$ cat config.mk
export PLATFORM = sky130hd
export DESIGN_NAME = bms_regs
export DESIGN_NICKNAME = d
export VERILOG_FILES = /design/src/sv/bitmap_store_with_popcount_top_macros.svh /design/src/sv/bms_pkg.sv /design/src/sv/bms_regs.sv
export SDC_FILE = /design/constraint.sdc
export NUM_CORES = 1
export LEC_CHECK = 0
export ABC_AREA = 0
export BUFFER_PORTS_ARGS = -buffer_cell sky130_fd_sc_hd__buf_2
export CAP_MARGIN = 10
export CORE_AREA = 2 2 79 58
export DETAILED_ROUTE_END_ITERATION = 10
export DIE_AREA = 0 0 81 60
export PLACE_DENSITY_LB_ADDON = 0.12
export SETUP_SLACK_MARGIN = 0.15
export SYNTH_ARGS = -nofsm -noshare
export SYNTH_HDL_FRONTEND = slang
export SYNTH_SLANG_ARGS = --single-unit
$ cat constraint.sdc
create_clock -name clk -period 1.05 [get_ports clk]
set_clock_uncertainty 0.1 [all_clocks]
set_input_delay 0.0525 -clock clk [delete_from_list [all_inputs] [get_ports clk]]
set_output_delay 0.0525 -clock clk [all_outputs]
set_load 0.02 [all_outputs]
$ cat src/sv/bitmap_store_with_popcount_top_macros.svh
// Assertion macros shared by the bitmap store with population count.
`ifndef BITMAP_STORE_WITH_POPCOUNT_TOP_MACROS_SVH
`define BITMAP_STORE_WITH_POPCOUNT_TOP_MACROS_SVH

// Same-cycle implication, checked on every rising edge outside reset.
`define BMS_ASSERT_NOW(label, ante, cons, msg) \
  label: assert property (@(posedge clk) disable iff (rst) (ante) |-> (cons)) \
    else $error(msg);

// Next-cycle implication, checked on every rising edge outside reset.
`define BMS_ASSERT_NEXT(label, ante, cons, msg) \
  label: assert property (@(posedge clk) disable iff (rst) (ante) |=> (cons)) \
    else $error(msg);

`endif

$ cat src/sv/bms_pkg.sv
// Shared types, constants and functions of the bitmap store with population count.
`default_nettype none
package bms_pkg;

  localparam int WORDS_DEFAULT = 1024;
  localparam int WORD_W        = 64;
  localparam int COUNT_W       = 17;
  localparam int POP_W         = 7;
  localparam int IN_TDATA_W    = 96;
  localparam int OUT_TDATA_W   = 24;
  localparam int PADDR_W       = 3;
  localparam int PDATA_W       = 32;

  localparam logic [COUNT_W-1:0] ACTIVE_BITS_RESET = 17'h10000;
  localparam logic               REG_ACTIVE_BITS   = 1'b0;

  typedef enum logic [2:0] {
    OP_SET_BIT   = 3'd0,
    OP_CLEAR_BIT = 3'd1,
    OP_TEST_BIT  = 3'd2,
    OP_OR_WORD   = 3'd3,
    OP_AND_WORD  = 3'd4,
    OP_CLEAR_ALL = 3'd5
  } op_t;

  typedef enum logic [1:0] {
    ST_CLEAR,
    ST_IDLE,
    ST_MODIFY
  } state_t;

  typedef struct packed {
    logic wr_en;
    logic rd_en;
  } mem_ctl_t;

  // Pairwise adder tree, six levels deep.
  function automatic logic [POP_W-1:0] pop64(input logic [WORD_W-1:0] v);
    logic [1:0] p2  [32];
    logic [2:0] p4  [16];
    logic [3:0] p8  [8];
    logic [4:0] p16 [4];
    logic [5:0] p32 [2];
    for (int i = 0; i < 32; i++) begin
      p2[i] = {1'b0, v[2*i]} + {1'b0, v[2*i+1]};
    end
    for (int i = 0; i < 16; i++) begin
      p4[i] = {1'b0, p2[2*i]} + {1'b0, p2[2*i+1]};
    end
    for (int i = 0; i < 8; i++) begin
      p8[i] = {1'b0, p4[2*i]} + {1'b0, p4[2*i+1]};
    end
    for (int i = 0; i < 4; i++) begin
      p16[i] = {1'b0, p8[2*i]} + {1'b0, p8[2*i+1]};
    end
    for (int i = 0; i < 2; i++) begin
      p32[i] = {1'b0, p16[2*i]} + {1'b0, p16[2*i+1]};
    end
    return {1'b0, p32[0]} + {1'b0, p32[1]};
  endfunction

endpackage
`default_nettype wire

$ cat src/sv/bms_regs.sv
// Configuration register block holding the active bit count and the derived limit.
`default_nettype none
module bms_regs #(
  parameter int WORDS = bms_pkg::WORDS_DEFAULT
) (
  input  wire logic                          clk,
  input  wire logic                          rst,
  input  wire logic                          psel,
  input  wire logic                          penable,
  input  wire logic                          pwrite,
  input  wire logic [bms_pkg::PADDR_W-1:0]   paddr,
  input  wire logic [bms_pkg::PDATA_W-1:0]   pwdata,
  output logic      [bms_pkg::PDATA_W-1:0]   prdata,
  output logic                               pready,
  output logic      [bms_pkg::COUNT_W-1:0]   limit
);

  localparam longint CAP = longint'(WORDS) * bms_pkg::WORD_W;
  localparam logic [bms_pkg::COUNT_W-1:0] CAP_LIM =
    (CAP >= 131071) ? 17'h1FFFF : bms_pkg::COUNT_W'(CAP);

  logic [bms_pkg::COUNT_W-1:0] active_bits;
  logic                        hit;
  logic                        wr;
  logic [bms_pkg::COUNT_W-1:0] wval;

  assign pready = 1'b1;
  assign hit    = (paddr[2] == bms_pkg::REG_ACTIVE_BITS);
  assign wr     = psel && penable && pwrite && pready && hit;
  assign wval   = pwdata[bms_pkg::COUNT_W-1:0];

  always_ff @(posedge clk) begin
    if (rst) begin
      active_bits <= bms_pkg::ACTIVE_BITS_RESET;
      limit       <= (bms_pkg::ACTIVE_BITS_RESET < CAP_LIM) ?
                     bms_pkg::ACTIVE_BITS_RESET : CAP_LIM;
    end else if (wr) begin
      active_bits <= wval;
      limit       <= (wval < CAP_LIM) ? wval : CAP_LIM;
    end
  end

  always_comb begin
    prdata = '0;
    if (hit) begin
      prdata = bms_pkg::PDATA_W'(active_bits);
    end
  end

endmodule
`default_nettype wire

== Word-level counts from Yosys, hierarchy flattened ==
Index checks and enable logic that the tools add are counted.
W data, S select, Z words.

* Flip-flop bits (word level): 34
* Input bits: 40
* Output and inout port bits: 50
* Word-level logic and storage cells: 9

* Order comparisons: 1
* Muxes and demuxes: 2
* Bitwise gates (word level): 1
* Reductions and logical operators: 3

{| class="wikitable"
|+ Operator list
! operator !! number
|-
| $mux W17 || 2
|-
| $lt A17 B17 Y1 const B || 1
|-
| $logic_and A1 B1 Y1 || 3
|-
| $not A1 Y1 || 1
|}

== Depth between registers and ports, before layout ==
Gate-level depths: netlist of the first run.

* Depth after elaboration: 3
* Depth in mapped cells: 4
* Depth with buffers taken out: 2

== Least setup slack after synthesis of the first run ==
OpenSTA, ideal clock, no wires.

* Kind: in2reg
* Start point: in rst
* End point: reg limit[5] in the netlist's numbering
* Library setup time: 0.072 ns
* Data arrival time: 0.749 ns
* Data required time: 0.878 ns
* Path slack: 0.130 ns
* Cell stages on the path: 3
* Buffers on the path: 1
* Cells stage by stage: clkbuf_1 > or3b_2 > mux2i_1

{| class="wikitable"
|+ RTL lines
! what !! RTL line !! RTL
|-
| from (decl) || bms_regs.sv:7 || <nowiki>input wire logic rst,</nowiki>
|-
| to (signal assigned) || bms_regs.sv:35 || <nowiki>limit <= (bms_pkg::ACTIVE_BITS_RESET < CAP_LIM) ?</nowiki>
|-
| to (signal assigned) || bms_regs.sv:39 || <nowiki>limit <= (wval < CAP_LIM) ? wval : CAP_LIM;</nowiki>
|-
| to (decl) || bms_regs.sv:15 || <nowiki>output logic [bms_pkg::COUNT_W-1:0] limit</nowiki>
|}

== Worst setup path after layout of the first run ==
* Start point: reg active_bits[10] in the netlist's numbering
* End point: out prdata[10] in the netlist's numbering

* Longest elaborated chain between the ends: 1

{| class="wikitable"
|+ Ends and longest elaborated chain
! what !! RTL line !! RTL
|-
| from (decl) || bms_regs.sv:22 || <nowiki>logic [bms_pkg::COUNT_W-1:0] active_bits;</nowiki>
|-
| from (signal assigned) || bms_regs.sv:34 || <nowiki>active_bits <= bms_pkg::ACTIVE_BITS_RESET;</nowiki>
|-
| from (signal assigned) || bms_regs.sv:38 || <nowiki>active_bits <= wval;</nowiki>
|-
| $mux W17 || bms_regs.sv:45 || <nowiki>if (hit) begin</nowiki>
|-
| to (decl) || bms_regs.sv:13 || <nowiki>output logic [bms_pkg::PDATA_W-1:0] prdata,</nowiki>
|}

No other way between the ends.

==> run_results.csv, run 1 <==
group,metric,value,unit
outcome,outcome,"finished with violations",
outcome,violations,"setup timing",
sta,setup_viol,7,
pwr,p_leak,1.12,nW
final_layout,multiInputGateArea,0.00101,sq mm
drt,avgRoutedWirePerCell,13.0,um
sta,period_share,102,%
clock_network,clock_sink_count,33,
final_layout,most-common-layout-cells,"nand2b_1, mux2i_1, dfxtp_2",
final_layout,mostFrequentLayoutCell,"nand2b_1",
final_layout,n_fill_cell,375,
clock_network,clock_path_buffers,2,
placement,gp_congestion,0.731,
critical_path,slowest_stage,"dfxtp_2",
final_layout,seqCellArea,703,sq um
placement,dp_cells,285,
final_layout,fin_nets,304,
floorplanning,core,0.00415,sq mm
floorplanning,fp.dieArea,0.00486,sq mm
pwr,seq_power_share,43.7,%
sta,hold_slack,0.0304,ns
final_layout,area_growth_syn_to_layout,47.8,%
pwr,switching_power,0.676,mW
drt,num_vias,1465,
synthesis,ys_seq_area_share,36.3,%
drt,drtIter0Drc,35,
sta,max_freq,935,MHz
floorplanning,num_rows,20,
critical_path,cp_slowest_stage_delay,0.32,ns
final_layout,diodes,0,
critical_path,path_class,"flop to output pin",
synthesis,synth.avg_cell_area,10.0,sq um
grt,grt_max_degree,51,
synthesis,synth_cell_type_count,14,
sta,rsz0062_at_grt,"true",
sta,hold_viol,0,
sta,fin_ws,-0.0197,ns
final_layout,drive_gt1_share,53.2,%
synthesis,ys_ff_latch,33,
grt,grt_pass1_wl,6.56,mm
grt,antenna_found_initial,0,
clock_network,clk_latency,0.28,ns
job,cap_violations,0,
grt,grt-ovfl-total,0,
pwr,cellInternalPower,2.27,mW
pwr,irDropWorstVdd,0.811,mV
critical_path,required,0.90,ns
clock_network,tritoncts,"done",
sta,slew_viol_final,0,
critical_path,worstSetupStartpointType,"flop",
synthesis,synth_cells,182,
floorplanning,start_util,43.8,%
synthesis,yosysWarnings,0,
clock_network,clk_pin_slew,0.07,ns
pwr,p_comb_share,14.5,%
grt,grt_use_total,18.2,%
drt,viasPerCell,4.58,
floorplanning,die_w,81,um
drt,routed_wl,4.14,mm
floorplanning,dieHeight,60,um
grt,grt_pass1_vias,1420,
pwr,clkPwrFrac,41.8,%
placement,place_hpwl,2.62,mm
critical_path,worstPathMaxFanout,2,
critical_path,cp_cell_sequence,"and2b_2 > buf_6",
pwr,switching_share,23.0,%
placement,port_buffers,56,
drt,first_pass_iters,4,
pwr,total_power,2.94,mW
floorplanning,ios,90,
pwr,powerDensity,1090,mW/mm^2
clock_network,h-tree-depth,2,
critical_path,critPathArrivalTime,0.92,ns
sta,layout_min_cycle_time,1.07,ns
clock_network,cts_buffers,5,
synthesis,syn_area,0.00182,sq mm
hold_path,hold_path_class,"input port to flop",
final_layout,stdcell_count,320,
clock_network,root_buffer,"clkbuf_8",
drt,drcViolationCount,0,
drt,antenna_left,0,
critical_path,cp-end-kind,"output pin",
==> logic make-up (layout without fill, tap and decap cells) <==
| group | after synthesis | after routing | share of synthesized area (%) |
|---|---|---|---|
| other cells | 2 | 16 | 0.413 |
| simple gates | 84 | 84 | 32.0 |
| flops | 33 | 33 | 36.3 |
| buf+inv | 30 | 99 | 13.2 |
| mux | 33 | 33 | 18.1 |
==> final timing paths <==
check,cells past startpoint,to,slack [ns],startpoint
setup / recovery,2,prdata[10],-0.02,active_bits[10]
hold / removal,3,limit[4],0.03,pwdata[4]
setup reg to reg,3,limit[16],0.22,limit[16]
hold reg to reg,2,active_bits[8],0.37,active_bits[8]
==> stage by stage <==
stage | setup TNS (ns) | utilization (%) | worst slack [ns] | area [sq um]
after floorplan | 0 | - | 0.148 | 1880
after global placement | -2.61 | 49.5 | -0.145 | 2060
after detailed placement | -3.87 | 49.5 | -0.210 | 2060
after CTS | -0.196 | 62.3 | -0.0316 | 2590
after global routing | -0.512 | 64.8 | -0.0577 | 2690
final | -0.112 | 64.8 | -0.0197 | 2690
==> registers in the layout (all words and copies together), names as in the netlist <==
register	cells
limit	17
active_bits	16
==> synth_stat cells (all sizes together) <==
cell / instances / area share [%]
nand2b: 48 / 16
dfxtp: 33 / 36
mux2i: 33 / 18
buf: 22 / 12
or3b: 16 / 7.7
nor2b: 10 / 3.4
clkbuf: 8 / 1.6
and2b: 7 / 3.4
conb: 2 / 0.41
nor2: 2 / 0.41
and4b: 1 / 0.55
==> repair_timing <==
action                                  in CTS  in global routing
hold buffers                                16                  0
endpoints found under the setup margin      50                 34
endpoints found under the hold margin       16                  0
resized for setup                           92                 12
buffers inserted                             4                  7
gates cloned                                 0                  0
==> worst max-delay path: cells and delay by family, from the launching register on <==
kind	cells	cell delay, ns
buffers and inverters	1	0.13
flip-flops	1	0.32
AND/OR/NAND/NOR	1	0.19
==> cell type report <==
cell class	count	area share (%)
Clock buffer	7	3.21
Clock inverter	1	1.12
Multi-Input combinational cell	133	37.6
Sequential cell	33	26.1
Tap cell	55	2.56
Timing Repair Buffer	91	29.4
==> per-layer routing <==
layer / global-route usage [%] / routed length, um / part of all wire, %
met4: 6.54 / 51 / 1.2
met5: 0 / 0 / 0
met1: 21.6 / 1810 / 44
met3: 5.14 / 267 / 6.4
met2: 31.5 / 2020 / 49
==> power by group through the flow <==
stage,Clock (mW),Combinational (mW),Sequential (mW)
final,1.23,0.426,1.29
after global routing,1.34,0.461,1.29
after CTS,1.27,0.412,1.29
after detailed placement,0,0.337,1.31
after global placement,0,0.330,1.31
after floorplan,0,0.279,1.32
Note: power is estimated with default switching activity, not from simulation.
==> inputs of run 2 (changes only) <==
--- a/config.mk
+++ b/config.mk
@@ -7,10 +7,12 @@
 export LEC_CHECK = 0
 export ABC_AREA = 0
 export BUFFER_PORTS_ARGS = -buffer_cell sky130_fd_sc_hd__buf_2
-export CAP_MARGIN = 10
-export CORE_AREA = 2 2 79 58
+export CAP_MARGIN = 20
+export CELL_PAD_IN_SITES_DETAIL_PLACEMENT = 1
+export CELL_PAD_IN_SITES_GLOBAL_PLACEMENT = 1
+export CORE_AREA = 2 2 92 68
 export DETAILED_ROUTE_END_ITERATION = 10
-export DIE_AREA = 0 0 81 60
+export DIE_AREA = 0 0 94 70
 export PLACE_DENSITY_LB_ADDON = 0.12
 export SETUP_SLACK_MARGIN = 0.15
 export SYNTH_ARGS = -nofsm -noshare
==> run_results.csv, run 2 (same netlist as run 1, synthesis figures left out) <==
group,metric,value,unit
clock_network,tritoncts,"done",
critical_path,path_class,"flop to output pin",
grt,grt_pass1_vias,1502,
clock_network,clock_path_buffers,2,
critical_path,regToRegEndpoint,"limit[16]",
drt,avgRoutedWirePerCell,13.2,um
floorplanning,core,0.00586,sq mm
grt,grt_max_degree,39,
sta,slew_viol_final,0,
grt,antenna_found_initial,0,
final_layout,n_fill_cell,664,
floorplanning,fp.dieArea,0.00658,sq mm
sta,hold_slack,0.0277,ns
final_layout,area_growth_syn_to_layout,54.2,%
final_layout,mostFrequentLayoutCell,"nand2b_1",
sta,hold_viol,0,
critical_path,rr_worst_depth,3,
drt,viasPerCell,4.18,
drt,antenna_left,0,
floorplanning,dieHeight,70,um
floorplanning,ios,90,
final_layout,largest_reg_flops,17,
outcome,outcome,"finished with violations",
final_layout,largest_registers,"limit x17, active_bits x16",
pwr,powerDensity,967,mW/mm^2
sta,period_share,102,%
critical_path,worstSetupStartpointType,"flop",
final_layout,drive_gt1_share,55.9,%
final_layout,stdcell_count,348,
floorplanning,num_rows,24,
sta,max_freq,936,MHz
floorplanning,die_w,94,um
sta,fin_ws,-0.0187,ns
clock_network,clk_latency,0.28,ns
critical_path,worst-path-buf-inv,1,
drt,drtIter0Drc,22,
final_layout,seqCellArea,703,sq um
final_layout,regMostFlops,"limit",
critical_path,cp-endpoint,"prdata[10]",
pwr,p_leak,1.15,nW
final_layout,diodes,0,
grt,grt_pass1_wl,7.29,mm
critical_path,cp.depth,2,
sta,rsz0062_at_grt,"true",
critical_path,crit_path_start,"active_bits[10]",
drt,routed_wl,4.59,mm
drt,first_pass_iters,4,
clock_network,clk_pin_slew,0.07,ns
clock_network,cts_buffers,5,
placement,port_buffers,56,
critical_path,critPathArrivalTime,0.92,ns
final_layout,most-common-layout-cells,"nand2b_1, buf_6, mux2i_1",
sta,setup_viol,7,
grt,grt_use_total,14.4,%
final_layout,fin_nets,310,
pwr,irDropWorstVdd,0.405,mV
drt,drcViolationCount,0,
critical_path,slowest_stage,"dfxtp_2",
placement,dp_cells,310,
placement,gp_congestion,0.696,
critical_path,cp-end-kind,"output pin",
critical_path,required,0.90,ns
critical_path,reg2reg_slack,0.22,ns
drt,num_vias,1456,
job,cap_violations,0,
critical_path,cp_slowest_stage_delay,0.32,ns
hold_path,hold_path_class,"input port to flop",
grt,grt-ovfl-total,0,
outcome,violations,"setup timing",
clock_network,root_buffer,"clkbuf_8",
critical_path,cp_cell_sequence,"and2b_2 > buf_6",
placement,place_hpwl,2.94,mm
critical_path,r2r_start,"limit[16]",
sta,layout_min_cycle_time,1.07,ns
floorplanning,start_util,31.1,%
clock_network,clock_sink_count,33,
critical_path,critPathTopFamily,"flip-flops",
clock_network,h-tree-depth,2,
final_layout,multiInputGateArea,0.00105,sq mm
critical_path,worstPathMaxFanout,2,
final_layout,final_util,47.9,%
-- run 2: changes by cell type in the layout (fill, tap and decap cells not counted) --
| cell | previous run | this run |
|---|---|---|
| nor2b_1 | 5 | 0 |
| buf_4 | 24 | 23 |
| bufinv_16 | 1 | 0 |
| nor2b_4 | 5 | 10 |
| buf_12 | 1 | 2 |
| buf_6 | 29 | 35 |
-- run 2: through the flow --
| stage | setup WS, ns | instance area [sq um] | setup TNS (ns) | power (mW) |
|---|---|---|---|---|
| floorplan | 0.148 | 1880 | 0 | 1.60 |
| global placement | -0.0999 | 2110 | -2.17 | 1.66 |
| detailed placement | -0.118 | 2110 | -2.64 | 1.67 |
| CTS | -0.0298 | 2690 | -0.185 | 2.74 |
| global route | -0.0564 | 2810 | -0.384 | 2.85 |
| finish | -0.0187 | 2810 | -0.0898 | 2.72 |
-- run 2: where the power goes --
group          internal (mW)  switching [mW]  total (mW)
clock                  0.520           0.452       0.972
sequential              1.27          0.0132        1.29
combinational          0.235           0.221       0.456
total                   2.03           0.686        2.72
-- run 2: worst min-delay path by stage --
| stage | startpoint | endpoint | slack [ns] | cells past startpoint |
|---|---|---|---|---|
| 2_1_floorplan | pwdata[0] | active_bits[0] | 0.11 | 2 |
| 3_3_place_gp | pwdata[3] | active_bits[3] | 0.24 | 3 |
| 3_5_place_dp | pwdata[1] | active_bits[1] | 0.24 | 3 |
| 4_1_cts | pwdata[3] | limit[3] | 0.02 | 3 |
| 5_1_grt | pwdata[3] | limit[3] | 0.03 | 3 |
| 6_report | pwdata[3] | limit[3] | 0.03 | 3 |
-- run 2: timing repair --
item / 4_1_cts / 5_1_grt
hold endpoints to repair: 16 / 0
buffers inserted: 6 / 9
gates resized for setup: 105 / 15
setup endpoints to repair: 34 / 47
hold buffers: 16 / 0
-- run 2: cell type report --
| cell class | count | area share (%) |
|---|---|---|
| Clock buffer | 7 | 3.07 |
| Multi-Input combinational cell | 133 | 37.3 |
| Sequential cell | 33 | 25.0 |
| Tap cell | 78 | 3.48 |
| Timing Repair Buffer | 97 | 31.1 |
-- run 2: routing by layer --
layer  up-vias  share of wire, %  global-route usage (%)
met5         -                 0                       0
met4         0              0.81                    4.35
met3         5               5.3                    4.21
met2        41                45                    22.6
met1       683                48                    19.0
li1        727                 -                       -
-- run 2: tightest hold or removal path: stages --
cell     delay (ns)
buf_2          0.10
or3b_1         0.15
mux2i_1        0.06
==> inputs of run 3 (changes only) <==
==> constraint.sdc (replaced) <==
create_clock -name clk -period 0.99 [get_ports clk]
set_clock_uncertainty 0.1 [all_clocks]
set_input_delay 0.0495 -clock clk [delete_from_list [all_inputs] [get_ports clk]]
set_output_delay 0.0495 -clock clk [all_outputs]
set_load 0.02 [all_outputs]
==> run_results.csv, run 3 (same netlist as run 1, synthesis figures left out) <==
group,metric,value,unit
job,cap_violations,0,
clock_network,tritoncts,"done",
grt,grt_use_total,14.1,%
floorplanning,ios,90,
placement,port_buffers,56,
critical_path,path_class,"flop to output pin",
drt,avgRoutedWirePerCell,13.4,um
pwr,total_power,2.89,mW
sta,setup_viol,17,
outcome,outcome,"finished with violations",
clock_network,clk_latency,0.27,ns
floorplanning,fp.dieArea,0.00658,sq mm
sta,period_share,108,%
clock_network,clock_sink_count,33,
sta,hold_viol,0,
final_layout,drive_gt1_share,55.9,%
floorplanning,core,0.00586,sq mm
final_layout,area_growth_syn_to_layout,58.8,%
critical_path,critPathArrivalTime,0.92,ns
hold_path,worst_hold_path.num_cells,3,
grt,antenna_found_initial,0,
placement,place_hpwl,3.03,mm
pwr,powerDensity,999,mW/mm^2
critical_path,worstPathMaxFanout,2,
critical_path,reg2reg_slack,0.10,ns
critical_path,r2r_start,"limit[16]",
grt,grt_pass1_vias,1467,
sta,slew_viol_final,0,
floorplanning,dieHeight,70,um
floorplanning,num_rows,24,
drt,num_vias,1459,
sta,hold_slack,0.0273,ns
sta,rsz0062_at_grt,"true",
sta,layout_min_cycle_time,1.07,ns
critical_path,cp_cell_sequence,"and2b_2 > buf_6",
drt,viasPerCell,4.19,
critical_path,slowest_stage,"dfxtp_1",
clock_network,cts_buffers,5,
clock_network,h-tree-depth,2,
critical_path,rr_worst_depth,4,
hold_path,hold_end,"limit[4]",
clock_network,clock_path_buffers,2,
hold_path,hold_path_class,"input port to flop",
grt,grt-ovfl-total,0,
grt,grt_max_degree,39,
drt,routed_wl,4.67,mm
final_layout,diodes,0,
pwr,irDropWorstVdd,0.589,mV
drt,drtIter0Drc,32,
final_layout,mostFrequentLayoutCell,"nand2b_1",
clock_network,root_buffer,"clkbuf_8",
sta,max_freq,934,MHz
final_layout,largest_reg_flops,17,
critical_path,required,0.84,ns
floorplanning,die_w,94,um
critical_path,cp-end-kind,"output pin",
clock_network,clk_pin_slew,0.07,ns
critical_path,cp_slowest_stage_delay,0.32,ns
drt,first_pass_iters,4,
critical_path,worstSetupStartpointType,"flop",
drt,drcViolationCount,0,
outcome,violations,"setup timing",
placement,dp_slack,-0.149,ns
floorplanning,start_util,31.1,%
final_layout,fin_nets,310,
placement,gp_congestion,0.720,
pwr,p_leak,1.17,nW
grt,grt_pass1_wl,7.25,mm
drt,antenna_left,0,
final_layout,regMostFlops,"limit",
final_layout,largest_registers,"limit x17, active_bits x16",
sta,fin_ws,-0.0811,ns
final_layout,most-common-layout-cells,"nand2b_1, buf_6, mux2i_1",
critical_path,regToRegEndpoint,"limit[16]",
hold_path,hold_path_startpoint,"pwdata[4]",
[run 3: cell count changes in the layout (fill, tap and decap cells not counted), sizes merged]
cell    delta
clkbuf     +1
buf        -1
[run 3: worst max path at each step]
stage                          from          to  slack [ns]
CTS                 active_bits[10]  prdata[10]       -0.09
global placement           paddr[2]   limit[10]       -0.15
floorplan                  paddr[2]    limit[0]        0.09
global route         active_bits[8]   prdata[8]       -0.10
detailed placement         paddr[2]    limit[3]       -0.15
finish               active_bits[6]   prdata[6]       -0.08
[run 3: metrics by stage]
step	cell area (sq um)	TNS [ns]	instances	util, %
after floorplan	1880	0	196	-
after CTS	2730	-1.05	341	46.6
after detailed placement	2130	-4.07	311	36.4
after global routing	2890	-1.38	348	49.4
final	2890	-0.759	348	49.4
after global placement	2130	-3.99	311	36.4
[run 3: area by class of cell]
cell class              instances  area (sq um)
repair buffers                 97           952
flip-flops and latches         33           702
clock buffers                   7          86.3
well taps                      78          97.6
multi-input cells             133          1050
fillers                       675          2960
[run 3: where the power goes]
part / switching, mW / internal, mW
registers: 0.0146 / 1.35
clock network: 0.464 / 0.551
logic: 0.238 / 0.270
total: 0.717 / 2.17
[run 3: timing repair]
action | in CTS | in global routing
endpoints found under the hold margin | 16 | 0
hold buffers | 16 | 0
resized for setup | 107 | 25
endpoints found under the setup margin | 39 | 67
pin swaps | 1 | 0
buffers inserted | 6 | 6
gates cloned | 1 | 1
[run 3: worst max-delay path, delay by kind of cell (launching register included)]
| kind | cells | cell delay [ns] |
|---|---|---|
| buffers and inverters | 1 | 0.13 |
| flip-flops | 1 | 0.32 |
| AND/OR/NAND/NOR | 1 | 0.20 |
[run 3: metal layers]
layer	part of all wire (%)	vias to the layer above	global-route usage [%]
met1	51	686	20.7
met4	0	0	2.90
li1	-	732	-
met5	0	-	0
met3	5.2	0	4.10
met2	44	41	20.5
